==> src/hcd_pkg.sv <==
// ----------------------------------------------------------------------------
// hcd_pkg: shared definitions of the chunked body decoder
// Types, character codes, result kinds and the size line parsing function
// that the decoder core uses.
// ----------------------------------------------------------------------------
package hcd_pkg;

  // Sizing of the byte counters and of the size line.
  localparam int COUNT_BITS    = 20;
  localparam int SIZE_LINE_MAX = 16;
  localparam int LEN_W         = $clog2(SIZE_LINE_MAX + 1);
  localparam int VAL_W         = COUNT_BITS + 1;
  localparam int CAP_W         = 21;
  localparam int OUT_LEN_W     = 20;
  localparam int CMP_W         = ((VAL_W > CAP_W) ? VAL_W : CAP_W) + 1;

  // Configuration port.
  localparam int APB_DATA_W = 32;
  localparam int APB_ADDR_W = 3;
  localparam int REG_IDX_W  = APB_ADDR_W - 2;
  localparam logic [REG_IDX_W-1:0] REG_OUT_CAPACITY = '0;
  localparam logic [CAP_W-1:0]     CAP_RESET        = CAP_W'(4096);

  // Saturation point of the decoded size.
  localparam logic [VAL_W-1:0] COUNT_LIMIT = {1'b1, {COUNT_BITS{1'b0}}};

  // Result kinds.
  localparam logic [1:0] KIND_DATA = 2'd0;
  localparam logic [1:0] KIND_OK   = 2'd1;
  localparam logic [1:0] KIND_ERR  = 2'd2;

  // Character codes.
  localparam logic [7:0] CH_HT    = 8'h09;
  localparam logic [7:0] CH_LF    = 8'h0A;
  localparam logic [7:0] CH_CR    = 8'h0D;
  localparam logic [7:0] CH_SPACE = 8'h20;
  localparam logic [7:0] CH_PLUS  = 8'h2B;
  localparam logic [7:0] CH_MINUS = 8'h2D;
  localparam logic [7:0] CH_0     = 8'h30;
  localparam logic [7:0] CH_9     = 8'h39;
  localparam logic [7:0] CH_UA    = 8'h41;
  localparam logic [7:0] CH_UF    = 8'h46;
  localparam logic [7:0] CH_UX    = 8'h58;
  localparam logic [7:0] CH_LA    = 8'h61;
  localparam logic [7:0] CH_LFH   = 8'h66;
  localparam logic [7:0] CH_LX    = 8'h78;

  // Message phase.
  typedef enum logic [4:0] {
    PH_LINE  = 5'b00001,
    PH_DATA  = 5'b00010,
    PH_TCR   = 5'b00100,
    PH_TLF   = 5'b01000,
    PH_DRAIN = 5'b10000
  } phase_t;

  // Stage of the number scan on the size line.
  typedef enum logic [4:0] {
    NS_WS     = 5'b00001,
    NS_SIGN   = 5'b00010,
    NS_ZERO   = 5'b00100,
    NS_DIGITS = 5'b01000,
    NS_STOP   = 5'b10000
  } nstage_t;

  // Size line scan state.
  typedef struct packed {
    logic [LEN_W-1:0] len;
    nstage_t          stage;
    logic             neg;
    logic [VAL_W-1:0] value;
  } line_st_t;

  localparam line_st_t LINE_IDLE = '{len: '0, stage: NS_WS, neg: 1'b0, value: '0};

  typedef struct packed {
    line_st_t st;
    logic     bad;
  } commit_t;

  // Input item held in the input register.
  typedef struct packed {
    logic [7:0] in_byte;
    logic       last_byte;
  } in_item_t;

  typedef struct packed {
    logic     valid;
    in_item_t item;
  } in_stage_t;

  // Whitespace as the C library sees it: space, HT, LF, VT, FF, CR.
  function automatic logic is_space(input logic [7:0] c);
    return (c == CH_SPACE) || ((c >= CH_HT) && (c <= CH_CR));
  endfunction

  // Hex digit decode: valid flag in the top bit, value below.
  function automatic logic [4:0] hex_digit(input logic [7:0] c);
    logic [7:0] d;
    d = 8'h00;
    if ((c >= CH_0) && (c <= CH_9)) begin
      d = c - CH_0;
      return {1'b1, d[3:0]};
    end else if ((c >= CH_LA) && (c <= CH_LFH)) begin
      d = c - CH_LA + 8'd10;
      return {1'b1, d[3:0]};
    end else if ((c >= CH_UA) && (c <= CH_UF)) begin
      d = c - CH_UA + 8'd10;
      return {1'b1, d[3:0]};
    end
    return 5'b0_0000;
  endfunction

  // Shift one digit into the size, saturating at the count limit.
  function automatic logic [VAL_W-1:0] add_digit(input logic [VAL_W-1:0] v,
                                                 input logic [3:0] d);
    logic [VAL_W+3:0] t;
    t = {v, d};
    if (t > (VAL_W + 4)'(COUNT_LIMIT)) begin
      return COUNT_LIMIT;
    end
    return t[VAL_W-1:0];
  endfunction

  // Take one character of the size line into the scan state.
  function automatic commit_t commit_char(input line_st_t st, input logic [7:0] c);
    commit_t    r;
    logic [4:0] h;
    r     = '{st: st, bad: 1'b0};
    h     = hex_digit(c);
    r.st.len = st.len + LEN_W'(1);
    if (r.st.len >= LEN_W'(SIZE_LINE_MAX)) begin
      r.bad = 1'b1;
    end else begin
      case (st.stage)
        NS_WS, NS_SIGN: begin
          if ((st.stage == NS_WS) && is_space(c)) begin
            r.bad = 1'b0;
          end else if ((st.stage == NS_WS) && ((c == CH_PLUS) || (c == CH_MINUS))) begin
            r.st.neg   = (c == CH_MINUS);
            r.st.stage = NS_SIGN;
          end else if (!h[4]) begin
            r.bad = 1'b1;
          end else if (h[3:0] == 4'd0) begin
            r.st.stage = NS_ZERO;
          end else begin
            r.st.stage = NS_DIGITS;
            r.st.value = add_digit(st.value, h[3:0]);
          end
        end
        NS_ZERO: begin
          if ((c == CH_LX) || (c == CH_UX)) begin
            r.st.stage = NS_DIGITS;
          end else if (h[4]) begin
            r.st.stage = NS_DIGITS;
            r.st.value = add_digit(st.value, h[3:0]);
          end else begin
            r.st.stage = NS_STOP;
          end
        end
        NS_DIGITS: begin
          if (h[4]) begin
            r.st.value = add_digit(st.value, h[3:0]);
          end else begin
            r.st.stage = NS_STOP;
          end
        end
        default: begin
          r.bad = 1'b0;
        end
      endcase
    end
    return r;
  endfunction

endpackage

==> src/hcd_in_if.sv <==
// ----------------------------------------------------------------------------
// hcd_in_if: raw body byte channel
// Carries one body byte and its final-byte flag per transfer.
// ----------------------------------------------------------------------------
interface hcd_in_if;
  logic       valid;
  logic       ready;
  logic [7:0] in_byte;
  logic       last_byte;

  modport source (output valid, output in_byte, output last_byte, input ready);
  modport sink   (input valid, input in_byte, input last_byte, output ready);
endinterface

==> src/hcd_out_if.sv <==
// ----------------------------------------------------------------------------
// hcd_out_if: decoder result channel
// Carries one payload byte or a final status per transfer.
// ----------------------------------------------------------------------------
interface hcd_out_if;
  import hcd_pkg::*;

  logic                 valid;
  logic                 ready;
  logic [1:0]           result_kind;
  logic [7:0]           data_byte;
  logic [OUT_LEN_W-1:0] decoded_length;

  modport source (output valid, output result_kind, output data_byte,
                  output decoded_length, input ready);
  modport sink   (input valid, input result_kind, input data_byte,
                  input decoded_length, output ready);
endinterface

==> src/http_chunked_body_decoder_top.sv <==
// ----------------------------------------------------------------------------
// http_chunked_body_decoder_top: HTTP chunked body decoder
// Takes a chunked body one byte per transfer, passes the payload bytes
// through and reports success with the decoded length, or an error.
// ----------------------------------------------------------------------------
//   Channel   Direction  Payload                                   Handshake
//   in_ch     in         in_byte[7:0], last_byte                   valid/ready
//   out_ch    out        result_kind[1:0], data_byte[7:0],         valid/ready
//                        decoded_length[19:0]
//   APB       in/out     paddr[2:0], pwdata/prdata[31:0]           psel/penable
//
// One byte per cycle is sustained while the result channel does not stall; a
// byte passes from its input transfer through the input register and then the
// result register. The state update between them sets the rate.
// Reset (rst_n low, synchronous) empties both registers and starts a new
// message; the capacity register returns to 4096.
// A stalled result channel holds the result register and then the input.
// ----------------------------------------------------------------------------
module http_chunked_body_decoder_top (
  input  logic                           clk,
  input  logic                           rst_n,
  hcd_in_if.sink                         in_ch,
  hcd_out_if.source                      out_ch,
  input  logic                           psel,
  input  logic                           penable,
  input  logic                           pwrite,
  input  logic [hcd_pkg::APB_ADDR_W-1:0] paddr,
  input  logic [hcd_pkg::APB_DATA_W-1:0] pwdata,
  output logic [hcd_pkg::APB_DATA_W-1:0] prdata,
  output logic                           pready
);
  import hcd_pkg::*;

  logic             advance;
  in_stage_t        stage;
  logic [CAP_W-1:0] capacity;

  // Configuration registers.
  hcd_cfg u_cfg (
    .clk      (clk),
    .rst_n    (rst_n),
    .psel     (psel),
    .penable  (penable),
    .pwrite   (pwrite),
    .paddr    (paddr),
    .pwdata   (pwdata),
    .prdata   (prdata),
    .pready   (pready),
    .capacity (capacity)
  );

  // Input register.
  hcd_in_reg u_in_reg (
    .clk     (clk),
    .rst_n   (rst_n),
    .in_ch   (in_ch),
    .advance (advance),
    .stage   (stage)
  );

  // Decoder state and result register.
  hcd_core u_core (
    .clk      (clk),
    .rst_n    (rst_n),
    .stage    (stage),
    .advance  (advance),
    .capacity (capacity),
    .out_ch   (out_ch)
  );

endmodule

==> src/hcd_cfg.sv <==
// ----------------------------------------------------------------------------
// hcd_cfg: configuration register block
// APB-style slave that holds the output capacity register.
// ----------------------------------------------------------------------------
module hcd_cfg (
  input  logic                           clk,
  input  logic                           rst_n,
  input  logic                           psel,
  input  logic                           penable,
  input  logic                           pwrite,
  input  logic [hcd_pkg::APB_ADDR_W-1:0] paddr,
  input  logic [hcd_pkg::APB_DATA_W-1:0] pwdata,
  output logic [hcd_pkg::APB_DATA_W-1:0] prdata,
  output logic                           pready,
  output logic [hcd_pkg::CAP_W-1:0]      capacity
);
  import hcd_pkg::*;

  logic [CAP_W-1:0]     cap_r;
  logic [REG_IDX_W-1:0] reg_idx;
  logic                 wr_en;

  assign reg_idx = paddr[APB_ADDR_W-1:2];
  assign wr_en   = psel && penable && pwrite && (reg_idx == REG_OUT_CAPACITY);
  assign pready  = 1'b1;

  // Capacity register, written in the access phase.
  always_ff @(posedge clk) begin
    if (!rst_n) begin
      cap_r <= CAP_RESET;
    end else if (wr_en) begin
      cap_r <= pwdata[CAP_W-1:0];
    end
  end

  // Read data.
  always_comb begin
    prdata = '0;
    if (reg_idx == REG_OUT_CAPACITY) begin
      prdata = APB_DATA_W'(cap_r);
    end
  end

  assign capacity = cap_r;

endmodule

==> src/hcd_in_reg.sv <==
// ----------------------------------------------------------------------------
// hcd_in_reg: input register
// Captures each body byte transfer and holds it for the decoder core.
// ----------------------------------------------------------------------------
module hcd_in_reg (
  input  logic               clk,
  input  logic               rst_n,
  hcd_in_if.sink             in_ch,
  input  logic               advance,
  output hcd_pkg::in_stage_t stage
);
  import hcd_pkg::*;

  logic     valid_r;
  logic     valid_nxt;
  in_item_t item_r;
  logic     in_fire;

  // The register is free when empty or when its item moves on this cycle.
  assign in_ch.ready = !valid_r || advance;
  assign in_fire     = in_ch.valid && in_ch.ready;

  always_comb begin
    valid_nxt = valid_r;
    if (in_fire) begin
      valid_nxt = 1'b1;
    end else if (advance) begin
      valid_nxt = 1'b0;
    end
  end

  always_ff @(posedge clk) begin
    if (!rst_n) begin
      valid_r <= 1'b0;
    end else begin
      valid_r <= valid_nxt;
    end
  end

  // Payload needs no reset.
  always_ff @(posedge clk) begin
    if (in_fire) begin
      item_r <= '{in_byte: in_ch.in_byte, last_byte: in_ch.last_byte};
    end
  end

  assign stage = '{valid: valid_r, item: item_r};

endmodule

==> src/hcd_core.sv <==
// ----------------------------------------------------------------------------
// hcd_core: chunked body decoder core
// Tracks the message phase and size line scan, decides the result of each
// byte and holds it in the result register.
// ----------------------------------------------------------------------------
module hcd_core (
  input  logic                      clk,
  input  logic                      rst_n,
  input  hcd_pkg::in_stage_t        stage,
  output logic                      advance,
  input  logic [hcd_pkg::CAP_W-1:0] capacity,
  hcd_out_if.source                 out_ch
);
  import hcd_pkg::*;

  // Decoder state.
  phase_t                phase_r, phase_nxt;
  line_st_t              line_r, line_nxt;
  logic                  cr_pending_r, cr_pending_nxt;
  logic [COUNT_BITS-1:0] chunk_r, chunk_nxt;
  logic [COUNT_BITS-1:0] written_r, written_nxt;

  // Result register.
  logic                 out_valid_r, out_valid_nxt;
  logic [1:0]           out_kind_r;
  logic [7:0]           out_data_r;
  logic [OUT_LEN_W-1:0] out_len_r;

  // Per-byte decisions.
  logic                 fire;
  logic [7:0]           b;
  logic                 last;
  logic                 has_res;
  logic [1:0]           res_kind;
  logic [7:0]           res_data;
  logic [OUT_LEN_W-1:0] res_len;
  logic                 msg_start;
  logic [VAL_W-1:0]     cap_c;
  logic [CMP_W-1:0]     span_end;
  commit_t              c_cr;
  commit_t              c_b;
  line_st_t             st_a;
  logic                 bad_a;

  assign advance = !out_valid_r || out_ch.ready;
  assign fire    = stage.valid && advance;
  assign b       = stage.item.in_byte;
  assign last    = stage.item.last_byte;

  // Capacity clamped to the count limit, and the end of the chunk just read.
  assign cap_c = (CMP_W'(capacity) >= CMP_W'(COUNT_LIMIT)) ?
                 COUNT_LIMIT : VAL_W'(capacity);
  assign span_end = CMP_W'(written_r) + CMP_W'(line_r.value);

  // Size line characters: a held CR first, then the new byte.
  assign c_cr  = commit_char(line_r, CH_CR);
  assign st_a  = cr_pending_r ? c_cr.st : line_r;
  assign bad_a = cr_pending_r && c_cr.bad;
  assign c_b   = commit_char(st_a, b);

  // Next state and result of the byte in the input register.
  always_comb begin
    phase_nxt      = phase_r;
    line_nxt       = line_r;
    cr_pending_nxt = cr_pending_r;
    chunk_nxt      = chunk_r;
    written_nxt    = written_r;
    has_res        = 1'b0;
    res_kind       = KIND_ERR;
    res_data       = 8'h00;
    res_len        = OUT_LEN_W'(written_r);
    msg_start      = 1'b0;

    if (phase_r == PH_DRAIN) begin
      msg_start = last;
    end else begin
      if (capacity == '0) begin
        has_res = 1'b1;
      end else begin
        case (phase_r)
          PH_LINE: begin
            if (cr_pending_r && (b == CH_LF)) begin
              // End of the size line.
              cr_pending_nxt = 1'b0;
              if ((line_r.len == '0) || (line_r.stage == NS_WS) ||
                  (line_r.stage == NS_SIGN) ||
                  (line_r.neg && (line_r.value != '0))) begin
                has_res = 1'b1;
              end else if (line_r.value == '0) begin
                has_res  = 1'b1;
                res_kind = KIND_OK;
              end else if (span_end >= CMP_W'(cap_c)) begin
                has_res = 1'b1;
              end else if (last) begin
                has_res = 1'b1;
              end else begin
                chunk_nxt = COUNT_BITS'(line_r.value);
                phase_nxt = PH_DATA;
              end
            end else if (bad_a) begin
              has_res = 1'b1;
            end else if (b == CH_CR) begin
              line_nxt       = st_a;
              cr_pending_nxt = 1'b1;
            end else if (c_b.bad) begin
              has_res = 1'b1;
            end else begin
              line_nxt       = c_b.st;
              cr_pending_nxt = 1'b0;
            end
          end
          PH_DATA: begin
            if (last) begin
              has_res = 1'b1;
            end else begin
              // Payload byte passes through.
              has_res     = 1'b1;
              res_kind    = KIND_DATA;
              res_data    = b;
              written_nxt = written_r + COUNT_BITS'(1);
              res_len     = OUT_LEN_W'(written_nxt);
              chunk_nxt   = chunk_r - COUNT_BITS'(1);
              if (chunk_r == COUNT_BITS'(1)) begin
                phase_nxt = PH_TCR;
              end
            end
          end
          PH_TCR: begin
            if (b == CH_CR) begin
              phase_nxt = PH_TLF;
            end else begin
              has_res = 1'b1;
            end
          end
          PH_TLF: begin
            if (b == CH_LF) begin
              phase_nxt      = PH_LINE;
              line_nxt       = LINE_IDLE;
              cr_pending_nxt = 1'b0;
            end else begin
              has_res = 1'b1;
            end
          end
          default: begin
            has_res = 1'b1;
          end
        endcase
      end

      // The final byte always closes the message.
      if (!has_res && last) begin
        has_res  = 1'b1;
        res_kind = KIND_ERR;
      end

      if (has_res && (res_kind != KIND_DATA)) begin
        if (last) begin
          msg_start = 1'b1;
        end else begin
          phase_nxt = PH_DRAIN;
        end
      end
    end

    if (msg_start) begin
      phase_nxt      = PH_LINE;
      line_nxt       = LINE_IDLE;
      cr_pending_nxt = 1'b0;
      chunk_nxt      = '0;
      written_nxt    = '0;
    end
  end

  // State update on each byte that leaves the input register.
  always_ff @(posedge clk) begin
    if (!rst_n) begin
      phase_r      <= PH_LINE;
      line_r       <= LINE_IDLE;
      cr_pending_r <= 1'b0;
      chunk_r      <= '0;
      written_r    <= '0;
    end else if (fire) begin
      phase_r      <= phase_nxt;
      line_r       <= line_nxt;
      cr_pending_r <= cr_pending_nxt;
      chunk_r      <= chunk_nxt;
      written_r    <= written_nxt;
    end
  end

  // Result register valid flag.
  always_comb begin
    out_valid_nxt = out_valid_r;
    if (advance) begin
      out_valid_nxt = fire && has_res;
    end
  end

  always_ff @(posedge clk) begin
    if (!rst_n) begin
      out_valid_r <= 1'b0;
    end else begin
      out_valid_r <= out_valid_nxt;
    end
  end

  // Result payload.
  always_ff @(posedge clk) begin
    if (fire && has_res) begin
      out_kind_r <= res_kind;
      out_data_r <= res_data;
      out_len_r  <= res_len;
    end
  end

  assign out_ch.valid          = out_valid_r;
  assign out_ch.result_kind    = out_kind_r;
  assign out_ch.data_byte      = out_data_r;
  assign out_ch.decoded_length = out_len_r;

`ifndef SYNTHESIS
  // A chunk in progress always has bytes left.
  a_chunk_left: assert property (@(posedge clk) disable iff (!rst_n)
    (phase_r == PH_DATA) |-> (chunk_r != '0))
    else $error("payload phase with no bytes left in the chunk");

  // The size line never holds more characters than allowed.
  a_line_len: assert property (@(posedge clk) disable iff (!rst_n)
    (phase_r == PH_LINE) |-> (line_r.len < LEN_W'(SIZE_LINE_MAX)))
    else $error("size line length out of range");

  // The decoded size saturates at the count limit.
  a_size_sat: assert property (@(posedge clk) disable iff (!rst_n)
    line_r.value <= COUNT_LIMIT)
    else $error("size value above saturation point");

  // A status result before the final byte leads into the drain phase.
  a_drain: assert property (@(posedge clk) disable iff (!rst_n)
    (fire && has_res && (res_kind != KIND_DATA) && !last) |=> (phase_r == PH_DRAIN))
    else $error("status result did not start draining");

  // Every result decided is held in the result register.
  a_res_held: assert property (@(posedge clk) disable iff (!rst_n)
    (fire && has_res) |=> out_valid_r)
    else $error("result lost");
`endif

endmodule

==> src/flat_wrapper.sv <==
// flat-port wrapper written by rule: the top's interface ports become plain ports
module http_chunked_body_decoder_top_flat import hcd_pkg::*;
  (clk, rst_n, psel, penable, pwrite, paddr, pwdata, prdata, pready, in_ch_valid, in_ch_in_byte, in_ch_last_byte, in_ch_ready, out_ch_valid, out_ch_result_kind, out_ch_data_byte, out_ch_decoded_length, out_ch_ready);
  hcd_in_if in_ch_i ();
  hcd_out_if out_ch_i ();
  input  logic clk;
  input  logic rst_n;
  input  logic psel;
  input  logic penable;
  input  logic pwrite;
  input  logic [hcd_pkg::APB_ADDR_W-1:0] paddr;
  input  logic [hcd_pkg::APB_DATA_W-1:0] pwdata;
  output logic [hcd_pkg::APB_DATA_W-1:0] prdata;
  output logic pready;
  input wire logic [$bits(in_ch_i.valid)-1:0] in_ch_valid;
  input wire logic [$bits(in_ch_i.in_byte)-1:0] in_ch_in_byte;
  input wire logic [$bits(in_ch_i.last_byte)-1:0] in_ch_last_byte;
  output wire logic [$bits(in_ch_i.ready)-1:0] in_ch_ready;
  output wire logic [$bits(out_ch_i.valid)-1:0] out_ch_valid;
  output wire logic [$bits(out_ch_i.result_kind)-1:0] out_ch_result_kind;
  output wire logic [$bits(out_ch_i.data_byte)-1:0] out_ch_data_byte;
  output wire logic [$bits(out_ch_i.decoded_length)-1:0] out_ch_decoded_length;
  input wire logic [$bits(out_ch_i.ready)-1:0] out_ch_ready;
  assign in_ch_i.valid = in_ch_valid;
  assign in_ch_i.in_byte = in_ch_in_byte;
  assign in_ch_i.last_byte = in_ch_last_byte;
  assign in_ch_ready = in_ch_i.ready;
  assign out_ch_valid = out_ch_i.valid;
  assign out_ch_result_kind = out_ch_i.result_kind;
  assign out_ch_data_byte = out_ch_i.data_byte;
  assign out_ch_decoded_length = out_ch_i.decoded_length;
  assign out_ch_i.ready = out_ch_ready;
  http_chunked_body_decoder_top u_core (.clk(clk), .rst_n(rst_n), .in_ch(in_ch_i), .out_ch(out_ch_i), .psel(psel), .penable(penable), .pwrite(pwrite), .paddr(paddr), .pwdata(pwdata), .prdata(prdata), .pready(pready));
endmodule
==> config.mk <==
export PLATFORM = sky130hd
export DESIGN_NAME = http_chunked_body_decoder_top_flat
export DESIGN_NICKNAME = d
export VERILOG_FILES = /design/src/hcd_pkg.sv /design/src/hcd_in_if.sv /design/src/hcd_out_if.sv /design/src/http_chunked_body_decoder_top.sv /design/src/hcd_cfg.sv /design/src/hcd_in_reg.sv /design/src/hcd_core.sv /design/src/flat_wrapper.sv
export SDC_FILE = /design/constraint.sdc
export NUM_CORES = 1
export LEC_CHECK = 0
export BUFFER_PORTS_ARGS = -buffer_cell sky130_fd_sc_hd__buf_2
export CORE_UTILIZATION = 30
export DETAILED_ROUTE_END_ITERATION = 6
export GPL_ROUTABILITY_DRIVEN = 1
export MAX_ROUTING_LAYER = met4
export PLACE_DENSITY = 0.57
export SLEW_MARGIN = 20
export SYNTH_ARGS = -nofsm -noshare
export SYNTH_HDL_FRONTEND = slang
export SYNTH_SLANG_ARGS = --single-unit
export TNS_END_PERCENT = 10
==> constraint.sdc <==
create_clock -name clk -period 6.85 [get_ports clk]
set_input_delay 0.3425 -clock clk [delete_from_list [all_inputs] [get_ports clk]]
set_output_delay 0.3425 -clock clk [all_outputs]
set_load 0.02 [all_outputs]
# After elaboration in Yosys (flattened, before gate mapping)
# Index checks and enable logic that the tools add are counted.
op_classes:
  add_sub_neg: 10
  n_lt_le_gt_ge: 13
  n_eq_ne: 35
  n_mux: 130
  bitwise_logic: 2
  reduce_logical: 45
ops:
  columns: ["operator", "count"]
  rows:
  - ["2-to-1 mux 32 bit", 9]
  - ["2-to-1 mux 20 bit", 14]
  - ["2-to-1 mux 21 bit", 11]
  - ["2-to-1 mux 5 bit", 25]
  - ["one-hot mux 32 bit (2 select lines)", 1]
  - ["one-hot mux 21 bit (3 select lines)", 1]
  - ["2-to-1 mux 27 bit", 2]
  - ["2-to-1 mux 1 bit", 52]
  - ["zero test 21 bit", 2]
  - ["one-hot mux 20 bit (2 select lines)", 1]
  - ["!= test 3 bit (second input constant)", 9]
  - ["> comparator 25 x 21 -> 1 bit (second input constant)", 1]
  - ["== test 8 x 6 -> 1 bit (second input constant)", 3]
  - ["adder 20 x 21 -> 22 bit", 1]
  - [">= comparator 22 x 21 -> 1 bit", 1]
  - ["2-to-1 mux 22 bit", 1]
  - [">= comparator 21 bit (second input constant)", 1]
  - ["nonzero test 21 bit", 1]
  - ["adder 20 x 1 -> 20 bit (second input constant)", 1]
  - ["== test 20 x 1 -> 1 bit (second input constant)", 1]
  - ["one-hot mux 5 bit (4 select lines)", 1]
  - ["subtractor 20 x 1 -> 20 bit (second input constant)", 1]
  - ["logical AND 1 bit", 17]
  - ["== test 8 x 4 -> 1 bit (second input constant)", 2]
  - ["other kinds (38)", 76]
totals:
  reg_bits: 140
  input_bits: 51
  output_inout_bits: 65
  wordCells: 251

# Logic depth before layout (Yosys ltp)
# Gate-level depths: netlist of run 1.
depth:
  ltp_word: 38
  depth_mapped: 23
  depth_no_buf: 21

# By module
# From an unflattened synthesis of run 1, not the netlist that was laid out.
hier_totals:
  cells_unflattened: 1111
  hier_area_um2: 9173.8
by_module_without_submodules:
  columns: ["module", "instances", "cells_per_inst", "area_each_um2", "seq_area_each_um2"]
  rows:
  - ["hcd_core", 1, 966, 7743.7, 2482.4]
  - ["hcd_cfg", 1, 130, 1094.8, 420.4]
  - ["hcd_in_reg", 1, 15, 335.3, 290.3]

# Worst setup path before layout of run 1
# No wires, ideal clock.
synth_timing:
  kind: "register to register"
  start: "register u_core.u_core.written_r[0]"
  end: "register u_core.u_core.out_data_r[0], in the netlist u_core.u_core.out_ch.data_byte[0], enable pin"
  setup_ns: 0.385
  arrival_time_ns: 5.067
  required_time_ns: 6.465
  path_slack_ns: 1.398
  path_stages_with_launch: 19
  path_buffers: 0
  period_less_slack_ns: 5.452
  path_cell_list: "dfxtp_1 -> ha_1 -> fa_1 -> a211o_1 -> a21oi_1 -> o21ai_0 -> a21oi_1 -> o311ai_0 -> a21oi_1 -> a311o_1 -> or4b_2 -> o211ai_1 -> ha_1 -> nand4_1 -> or3_1 -> o211ai_1 -> a21oi_1 -> o31ai_1 -> o211a_1"
synth_via:
  elab_chain_len: 15
synth_lines:
  columns: ["item", "line", "source"]
  rows:
  - ["start: declaration", "hcd_core.sv:21", "logic [COUNT_BITS-1:0] written_r, written_nxt;"]
  - ["start signal: assignment", "hcd_core.sv:187", "written_r <= written_nxt;"]
  - ["adder 20 x 21 -> 22 bit (*)", "hcd_core.sv:53", "assign span_end = CMP_W'(written_r) + CMP_W'(line_r.value);"]
  - [">= comparator 22 x 21 -> 1 bit (*)", "hcd_core.sv:92", "end else if (span_end >= CMP_W'(cap_c)) begin"]
  - ["2-to-1 mux 1 bit (*)", "hcd_core.sv:92", null]
  - ["2-to-1 mux 1 bit (*)", "hcd_core.sv:89", "end else if (line_r.value == '0) begin"]
  - ["2-to-1 mux 1 bit (*)", "hcd_core.sv:85", "if ((line_r.len == '0) || (line_r.stage == NS_WS) ||"]
  - ["2-to-1 mux 1 bit (*)", "hcd_core.sv:82", "if (cr_pending_r && (b == CH_LF)) begin"]
  - ["one-hot mux 1 bit (3 select lines) (*)", "hcd_core.sv:80", "case (phase_r)"]
  - ["2-to-1 mux 1 bit (*)", "hcd_core.sv:77", "if (capacity == '0) begin"]
  - ["2-to-1 mux 1 bit (*)", "hcd_core.sv:74", "if (phase_r == PH_DRAIN) begin"]
  - ["zero test 1 bit", "hcd_core.sv:151", "if (!has_res && last) begin"]
  - ["logical AND 1 bit", "hcd_core.sv:151", null]
  - ["2-to-1 mux 1 bit (*)", "hcd_core.sv:151", null]
  - ["2-to-1 mux 1 bit (*) (2 in series)", "hcd_core.sv:74", null]
  - ["logical AND 1 bit (*)", "hcd_core.sv:209", "if (fire && has_res) begin"]
  - ["end signal: assignment", "hcd_core.sv:211", "out_data_r <= res_data;"]
  - ["end: declaration", "hcd_core.sv:26", "logic [7:0] out_data_r;"]
# Every way passes the cells marked *; elsewhere a longest branch is shown, timed or not. The select of a mux whose other input is x is not followed.
# A chain may end at the register's enable or synchronous reset.

# Final worst setup path of run 1
layout_timing:
  start: "register u_core.u_core.line_r[0] (netlist name)"
  end: "register u_core.u_core.out_len_r[2], in the netlist u_core.u_core.out_ch.decoded_length[2], enable pin"
layout_via:
  elab_chain_len: 15
  elab_cells_between_ends: 19
  cone_classes: "add/sub (1); order compare (1); mux (10); reduce/logical (7)"
layout_lines:
  columns: ["item", "line", "source"]
  rows:
  - ["start: declaration", "hcd_core.sv:18", "line_st_t line_r, line_nxt;"]
  - ["start signal: assignment", "hcd_core.sv:184", "line_r <= line_nxt;"]
  - ["adder 20 x 21 -> 22 bit", "hcd_core.sv:53", null]
  - [">= comparator 22 x 21 -> 1 bit", "hcd_core.sv:92", null]
  - ["2-to-1 mux 1 bit", "hcd_core.sv:92", null]
  - ["2-to-1 mux 1 bit", "hcd_core.sv:89", null]
  - ["2-to-1 mux 1 bit (*)", "hcd_core.sv:85", null]
  - ["2-to-1 mux 1 bit (*)", "hcd_core.sv:82", null]
  - ["one-hot mux 1 bit (3 select lines) (*)", "hcd_core.sv:80", null]
  - ["2-to-1 mux 1 bit (*)", "hcd_core.sv:77", null]
  - ["2-to-1 mux 1 bit (*)", "hcd_core.sv:74", null]
  - ["zero test 1 bit", "hcd_core.sv:151", null]
  - ["logical AND 1 bit", "hcd_core.sv:151", null]
  - ["2-to-1 mux 1 bit (*)", "hcd_core.sv:151", null]
  - ["2-to-1 mux 1 bit (*) (2 in series)", "hcd_core.sv:74", null]
  - ["logical AND 1 bit (*)", "hcd_core.sv:209", null]
  - ["end signal: assignment", "hcd_core.sv:212", "out_len_r <= res_len;"]
  - ["end: declaration", "hcd_core.sv:27", "logic [OUT_LEN_W-1:0] out_len_r;"]
# Marked as above.

==> metrics.md, run 1 <==
| Metric | Value |
|---|---|
| CTS Buffer Depth | 2 |
| Worst-path clk slew | 70 ps |
| Port Buffers | 90 |
| Critical Path Source Type | flop |
| Worst slew pin tran | 1000 ps |
| Hold-fix buffers, CTS | 0 |
| Largest net degree at the start of global routing | 64 |
| Setup TNS | 0 ps |
| Vert. Die Dim | between 150 and 200 µm |
| GRT overflow | 0 |
| Share of layout cells above drive strength 1 | 0.123 |
| GRT Util Overall | 0.171 |
| Hold Path End | u_core.u_in_reg.stage[5] |
| I/O Pins | approximately 120 |
| Hold Crit Class | input pin to flop |
| Worst hold path depth | 1 |
| DRC Markers | 0 |
| Fin crit share | 0.868 |
| Netlist cell types | 81 |
| Power after layout | 2000 µW |
| Setup violations, final | 0 |
| HPWL Detailed | 18.1 mm |
| Fillcell total | 3053 |
| Routed vias | around 8k |
| Via density | 5.23 |
| Post-CTS resize count | 0 |
| R2R Path End | u_core.u_core.out_ch.decoded_length[2] |
| Vias in the first global route | about 7.6k |
| Routed WL | 25.4 mm |
| Class of the most critical setup path | flop to flop |
| WL/cell | 16.1 µm |
| Reg2reg path depth | 20 |
| CTS tree | yes |
| FF/Latch Area | 3190 µm² |
| CTS H-tree lvls | 4 |
| Final min period | 5950 ps |
| Most frequent cells in the layout | 177 x nand2_1, 101 x dfxtp_1, 99 x a21oi_1 |
| Max-Cap Viols | 0 |
| Rows | between 60 and 70 |
| Synth area leaders | dfxtp_1 22%, edfxtp_1 13%, nand2_1 7.3% |
| Largest vdd supply drop | roughly 0.16 mV |
| First-pass GRT wire length | 40.8 mm |
| Fin cells | 1575 |
| Commonest non-fill, non-tap cell in the layout | nand2_1 |
| Number of flops mapped to enable cells by yosys | 39 |
| Status | completed |
| Setup Buffers After CTS | 0 |
| Area Overhead vs Synth | 14.5% |
| Drt first pass iters | 5 |
| Hold_sp | in_ch_in_byte[4] |
| Core area | 29700 µm² |
| Avg Synthesized Cell Area | 8.18 µm² |
| Initial antenna violation count | 0 |
| Area of the die | 31000 µm² |
| Most used DFF post-synth | dfxtp_1 |
| Final count of hold timing violations | 0 |
| Leak | 0.00405 µW |
| Antenna-violating nets left | 0 |
| Syn. warnings | 0 |
| Hold Slack | roughly 89 ps |
| PD cells | approximately 190 nW/µm² |
| Initial core utilization | 0.306 |
| Fmax | 0.168 GHz |
| CP Capture Type | flop |
| Reg-to-Reg Start | u_core.u_core.line_r[0] |
| Synthesis-stage register bit count | 140 |
| FF-to-FF setup slack | 900 ps |
| Mapped Cells | 1112 |
| Multi-input logic area | around 5500 µm² |
| Crit-path max FO | 30 |
| Layout Nets | 1275 |
| Synth Cell Area | 9100 µm² |
| TritonCTS buffer count | 17 |
| Root buffer cell | clkbuf_16 |
| Req. time, crit path | 6930 ps |
| Crit path arrival time | 6030 ps |
| Register area share after synthesis | 0.351 |
| Dpl cells | 1542 |
| Worst skew pair latency | 430 ps |
| Synth area leader | dfxtp_1 |
| Setup Skew | 11.6 ps |
| Async SR Flop Fraction | 0 |
| Clock Sinks | between 100 and 150 |
| Die Wd | ~180 µm |
| RSZ-0062 raised after global routing | false |
| Relative slew slack | 0.328 |
| Iter 0 DRT Violations | 635 |
| Routability cong. | between 0.8 and 0.9 |
| Top-area cell type share of the netlist area | 0.222 |
| Slew Limit Fails | 0 |
==> flip-flops by register name, summed over array words and instances (netlist names) <==
| register | cells |
|---|---|
| u_core.u_core.out_ch.valid | 1 |
| u_core.u_core.chunk_r | 20 |
| u_core.u_core.written_r | 20 |
| u_core.u_cfg.capacity | 21 |
| u_core.u_core.line_r | 31 |
| u_core.u_in_reg.stage | 9 |
| u_core.u_in_reg.valid_r | 1 |
| u_core.u_core.out_ch.data_byte | 8 |
| u_core.u_core.cr_pending_r | 1 |
| u_core.u_core.c_cr | 1 |
| u_core.u_core.out_ch.decoded_length | 20 |
| u_core.u_core.out_ch.result_kind | 2 |
| u_core.u_core.phase_r | 5 |
==> cells by family (layout without fill, tap and decap cells) <==
| kind of cell | count (synthesis) | after routing | share of synthesized area |
|---|---|---|---|
| and+or+nand+nor | 495 | 495 | 0.270 |
| AOI/OAI and AO/OA | 257 | 257 | 0.182 |
| DFF | 140 | 140 | 0.351 |
| buffers and inverters | 89 | 151 | 0.0452 |
| adders and majority gates | 53 | 53 | 0.0737 |
| xor gates and xnor gates | 49 | 49 | 0.0472 |
| muxes | 27 | 27 | 0.0298 |
| other | 2 | 13 | 0.000825 |
==> report_power, final <==
group | switching [µW] | internal (µW)
registers | 13.7 | 869
clock network | 399 | 554
logic | 114 | 52.0
==> stage by stage <==
step | util | setup slack, ps | cell area [µm²]
after floorplan | - | 1400 | 9140
after global placement | 0.330 | 1010 | 9820
after detailed placement | 0.330 | 932 | 9820
after CTS | 0.350 | 917 | 10400
after global routing | 0.350 | 546 | 10400
final | 0.351 | 902 | 10400
==> layer usage <==
metal  GRT usage  share of wire
met5           -              0
met2       0.260           0.45
met3      0.0235          0.049
met1       0.233           0.49
met4      0.0543          0.016
==> area by class of cell <==
class | count | area share
Clock inverter | 14 | 0.0151
Multi-Input combinational cell | 893 | 0.532
Tap cell | 390 | 0.0468
Timing Repair Buffer | 98 | 0.0490
Sequential cell | 140 | 0.307
Clock buffer | 18 | 0.0422
Inverter | 21 | 0.00757
Antenna cell | 1 | 0.000240
==> worst max-delay path, cell delays in order, from the launching register on <==
cell and delay [ps]:
dfxtp_1 400, ha_1 260, fa_1 480, a211o_1 310
a21oi_1 170, o21ai_0 130, a21oi_1 290, o311ai_0 220
a21oi_1 270, a311o_1 280, or4b_2 600, o211ai_1 130
ha_1 190, nand4_1 80, or3_1 400, o211ai_1 270
a21oi_1 120, o31ai_1 290, buf_4 190, o211a_1 130
buf_4 360
==> how the worst max path moves through the flow <==
| stage | slack, ps | endpoint | from | cells after the start |
|---|---|---|---|---|
| finish | 900 | u_core.u_core.out_ch.decoded_length[2] | u_core.u_core.line_r[0] | 20 |
| floorplan | 1400 | u_core.u_core.out_ch.data_byte[0] | u_core.u_core.written_r[0] | 18 |
| CTS | 920 | u_core.u_core.out_ch.decoded_length[10] | u_core.u_core.line_r[0] | 20 |
| global placement | 1010 | u_core.u_core.out_ch.decoded_length[1] | u_core.u_core.line_r[0] | 20 |
| detailed placement | 930 | u_core.u_core.out_ch.decoded_length[1] | u_core.u_core.line_r[0] | 20 |
| global route | 550 | u_core.u_core.out_ch.decoded_length[2] | u_core.u_core.line_r[0] | 20 |
==> cell usage after synthesis (all sizes together), types with 23 or more instances <==
master	count
o21ai	43
nand3	31
xnor2	35
nor2	87
dfxtp	101
mux2i	26
nand2	177
clkbuf	45
a21oi	99
buf	23
nor3	28
edfxtp	39
ha	52
nor2b	35
(Power assumes the default switching activity.)
==> run 2, diff against run 1 <==
CORE_UTILIZATION = 46   (was 30)
PLACE_DENSITY = 0.76   (was 0.57)
==> run 2 against run 1 <==
Combinational power is 2% lower. Clock power is 4.6% lower. Sequential share of layout area is 0.54 points higher. Via count is 1.1% higher. Power is 2.4% lower. Sequential power hardly changed.
==> metrics.md, run 2 (synthesis results as in run 1) <==
| Metric | Value |
|---|---|
| Slew Limit Fails | 0 (unchanged) |
| Relative slew slack | 0.339 (+0.0112) |
| Critical-path top delay cell | or4b_2 |
| CTS H-tree lvls | 4 (unchanged) |
| Setup Skew | 8.15 ps (-3.46 ps) |
| Setup Buffers After CTS | 0 (unchanged) |
| Routed vias | 8331 (+1.1%) |
| DRC Markers | 0 (unchanged) |
| Initial core utilization | 0.469 (+0.163) |
| CTS tree | yes |
| Area of the die | 20300 µm² (-34%) |
| Status | completed |
| Class of the most critical setup path | flop to flop |
| Largest vdd supply drop | 0.183 mV (+17%) |
| Critical Path Source Type | flop |
| Area Overhead vs Synth | 12.5% |
| Most used cell, CP | a21oi_1 |
| Crit-path cells | ha_1, fa_1, a211o_1, a21oi_1, o21ai_0, a21oi_1, o311ai_0, a21oi_1, a311o_1, or4b_2, o211ai_1, ha_1, nand4_1, or3_1, o211ai_1, a21oi_1, o31ai_1, o211a_1, buf_4 |
| Die Wd | 143 µm (-19%) |
| Routed WL | 22.9 mm (-9.8%) |
| HPWL Detailed | 16.2 mm (-10%) |
| Share of layout cells above drive strength 1 | 0.123 (-0.000741) |
| Initial antenna violation count | 0 (unchanged) |
| WL/cell | 15.8 µm (-1.9%) |
| Hold Slack | 83.6 ps (-5.56 ps) |
| Vert. Die Dim | 143 µm (-19%) |
| Max-Cap Viols | 0 (unchanged) |
| Req. time, crit path | 6950 ps (+20 ps) |
| Post-CTS resize count | 0 (unchanged) |
| Port Buffers | 90 (unchanged) |
| Buf/Inv on CP | 1 (-1) |
| Antenna diode count | 0 (-1) |
| Fin crit share | 0.873 (+0.00450) |
| Worst slew pin tran | 989 ps (-13.1 ps) |
| Root buffer cell | clkbuf_16 |
| Largest net degree at the start of global routing | 65 (+1.6%) |
| GRT Util Overall | 0.237 (+0.0663) |
| Final count of hold timing violations | 0 (unchanged) |
| Family with the most delay on the worst path | compound AO/OA/AOI/OAI gates |
| PD cells | 191 nW/µm² (-0.70%) |
| Via density | 5.75 (+10%) |
| Clock Sinks | 140 (unchanged) |
| Largest register FFs | 31 (unchanged) |
| Slowest stage delay, CP | 590 ps (about the same) |
| Most frequent cells in the layout | 177 x nand2_1, 101 x dfxtp_1, 99 x a21oi_1 |
| Crit path arrival time | 6080 ps (+50 ps) |
| Setup TNS | 0 ps (unchanged) |
| CP Capture Type | flop |
| RSZ-0062 raised after global routing | false |
| Hold Crit Class | input pin to flop |
| Hold-fix buffers, CTS | 0 (unchanged) |
| Vias in the first global route | 7412 (-2.1%) |
| Leak | 0.00404 µW (-0.21%) |
| Drt first pass iters | 5 (unchanged) |
| CTS Buffer Depth | 2 (unchanged) |
| Rows | 51 (-19%) |
| Iter 0 DRT Violations | 697 (+9.8%) |
| Commonest non-fill, non-tap cell in the layout | nand2_1 |
| I/O Pins | 116 (unchanged) |
| First-pass GRT wire length | 37.2 mm (-8.8%) |
| TritonCTS buffer count | 17 (unchanged) |
| Final min period | 5980 ps (+30.8 ps) |
| Antenna-violating nets left | 0 (unchanged) |
| Worst skew pair latency | 430 ps (about the same) |
| Core area | 19400 µm² (-35%) |
| GRT overflow | 0 (unchanged) |
| Crit-path max FO | 30 (unchanged) |
| Final core occ | 0.528 (+0.177) |
| Power after layout | 1950 µW (-2.4%) |
| Layout Nets | 1274 (-0.078%) |
| Fmax | 0.167 GHz (-0.52%) |
| Worst-path clk slew | 70 ps (about the same) |
| Routability cong. | 0.948 (+13%) |
| Reg with most FFs | u_core.u_core.line_r |
| Setup violations, final | 0 (unchanged) |
run 2: final timing paths:
kind | start | end | slack, ps | cells past startpoint
hold / removal | in_ch_in_byte[6] | u_core.u_in_reg.stage[7] | 80 | 1
setup / recovery | u_core.u_core.written_r[0] | u_core.u_core.out_ch.decoded_length[1] | 870 | 19
hold reg to reg | u_core.u_core.chunk_r[10] | u_core.u_core.chunk_r[10] | 480 | 2
setup reg to reg | u_core.u_core.written_r[0] | u_core.u_core.out_ch.decoded_length[1] | 870 | 19
run 2: area by class of cell:
type                            count  area [µm²]
Multi-Input combinational cell    893        5550
Clock inverter                     15         158
Clock buffer                       17         425
Tap cell                          265         332
Sequential cell                   140        3190
Fill cell                        1833        9160
Inverter                           21        78.8
Timing Repair Buffer               97         503
run 2: routing by layer:
| metal | GRT usage | vias up | share of wire |
|---|---|---|---|
| met2 | 0.344 | 322 | 0.43 |
| li1 | - | 4125 | - |
| met3 | 0.0399 | 44 | 0.080 |
| met1 | 0.329 | 3840 | 0.47 |
| met4 | 0.0900 | 0 | 0.021 |
| met5 | - | - | 0 |
run 2: stage by stage:
stage | cells | worst slack [ps] | area (µm²)
after floorplan | 1122 | 1400 | 9140
final | 1448 | 871 | 10200
after CTS | 1448 | 955 | 10200
after detailed placement | 1416 | 976 | 9650
after global placement | 1416 | 1090 | 9650
after global routing | 1448 | 529 | 10200
run 2: power breakdown:
part / switching, µW / internal, µW / total, µW
Clock: 396 / 513 / 909
Combinational: 111 / 51.3 / 162
Sequential: 12.8 / 869 / 881
Total: 520 / 1430 / 1950
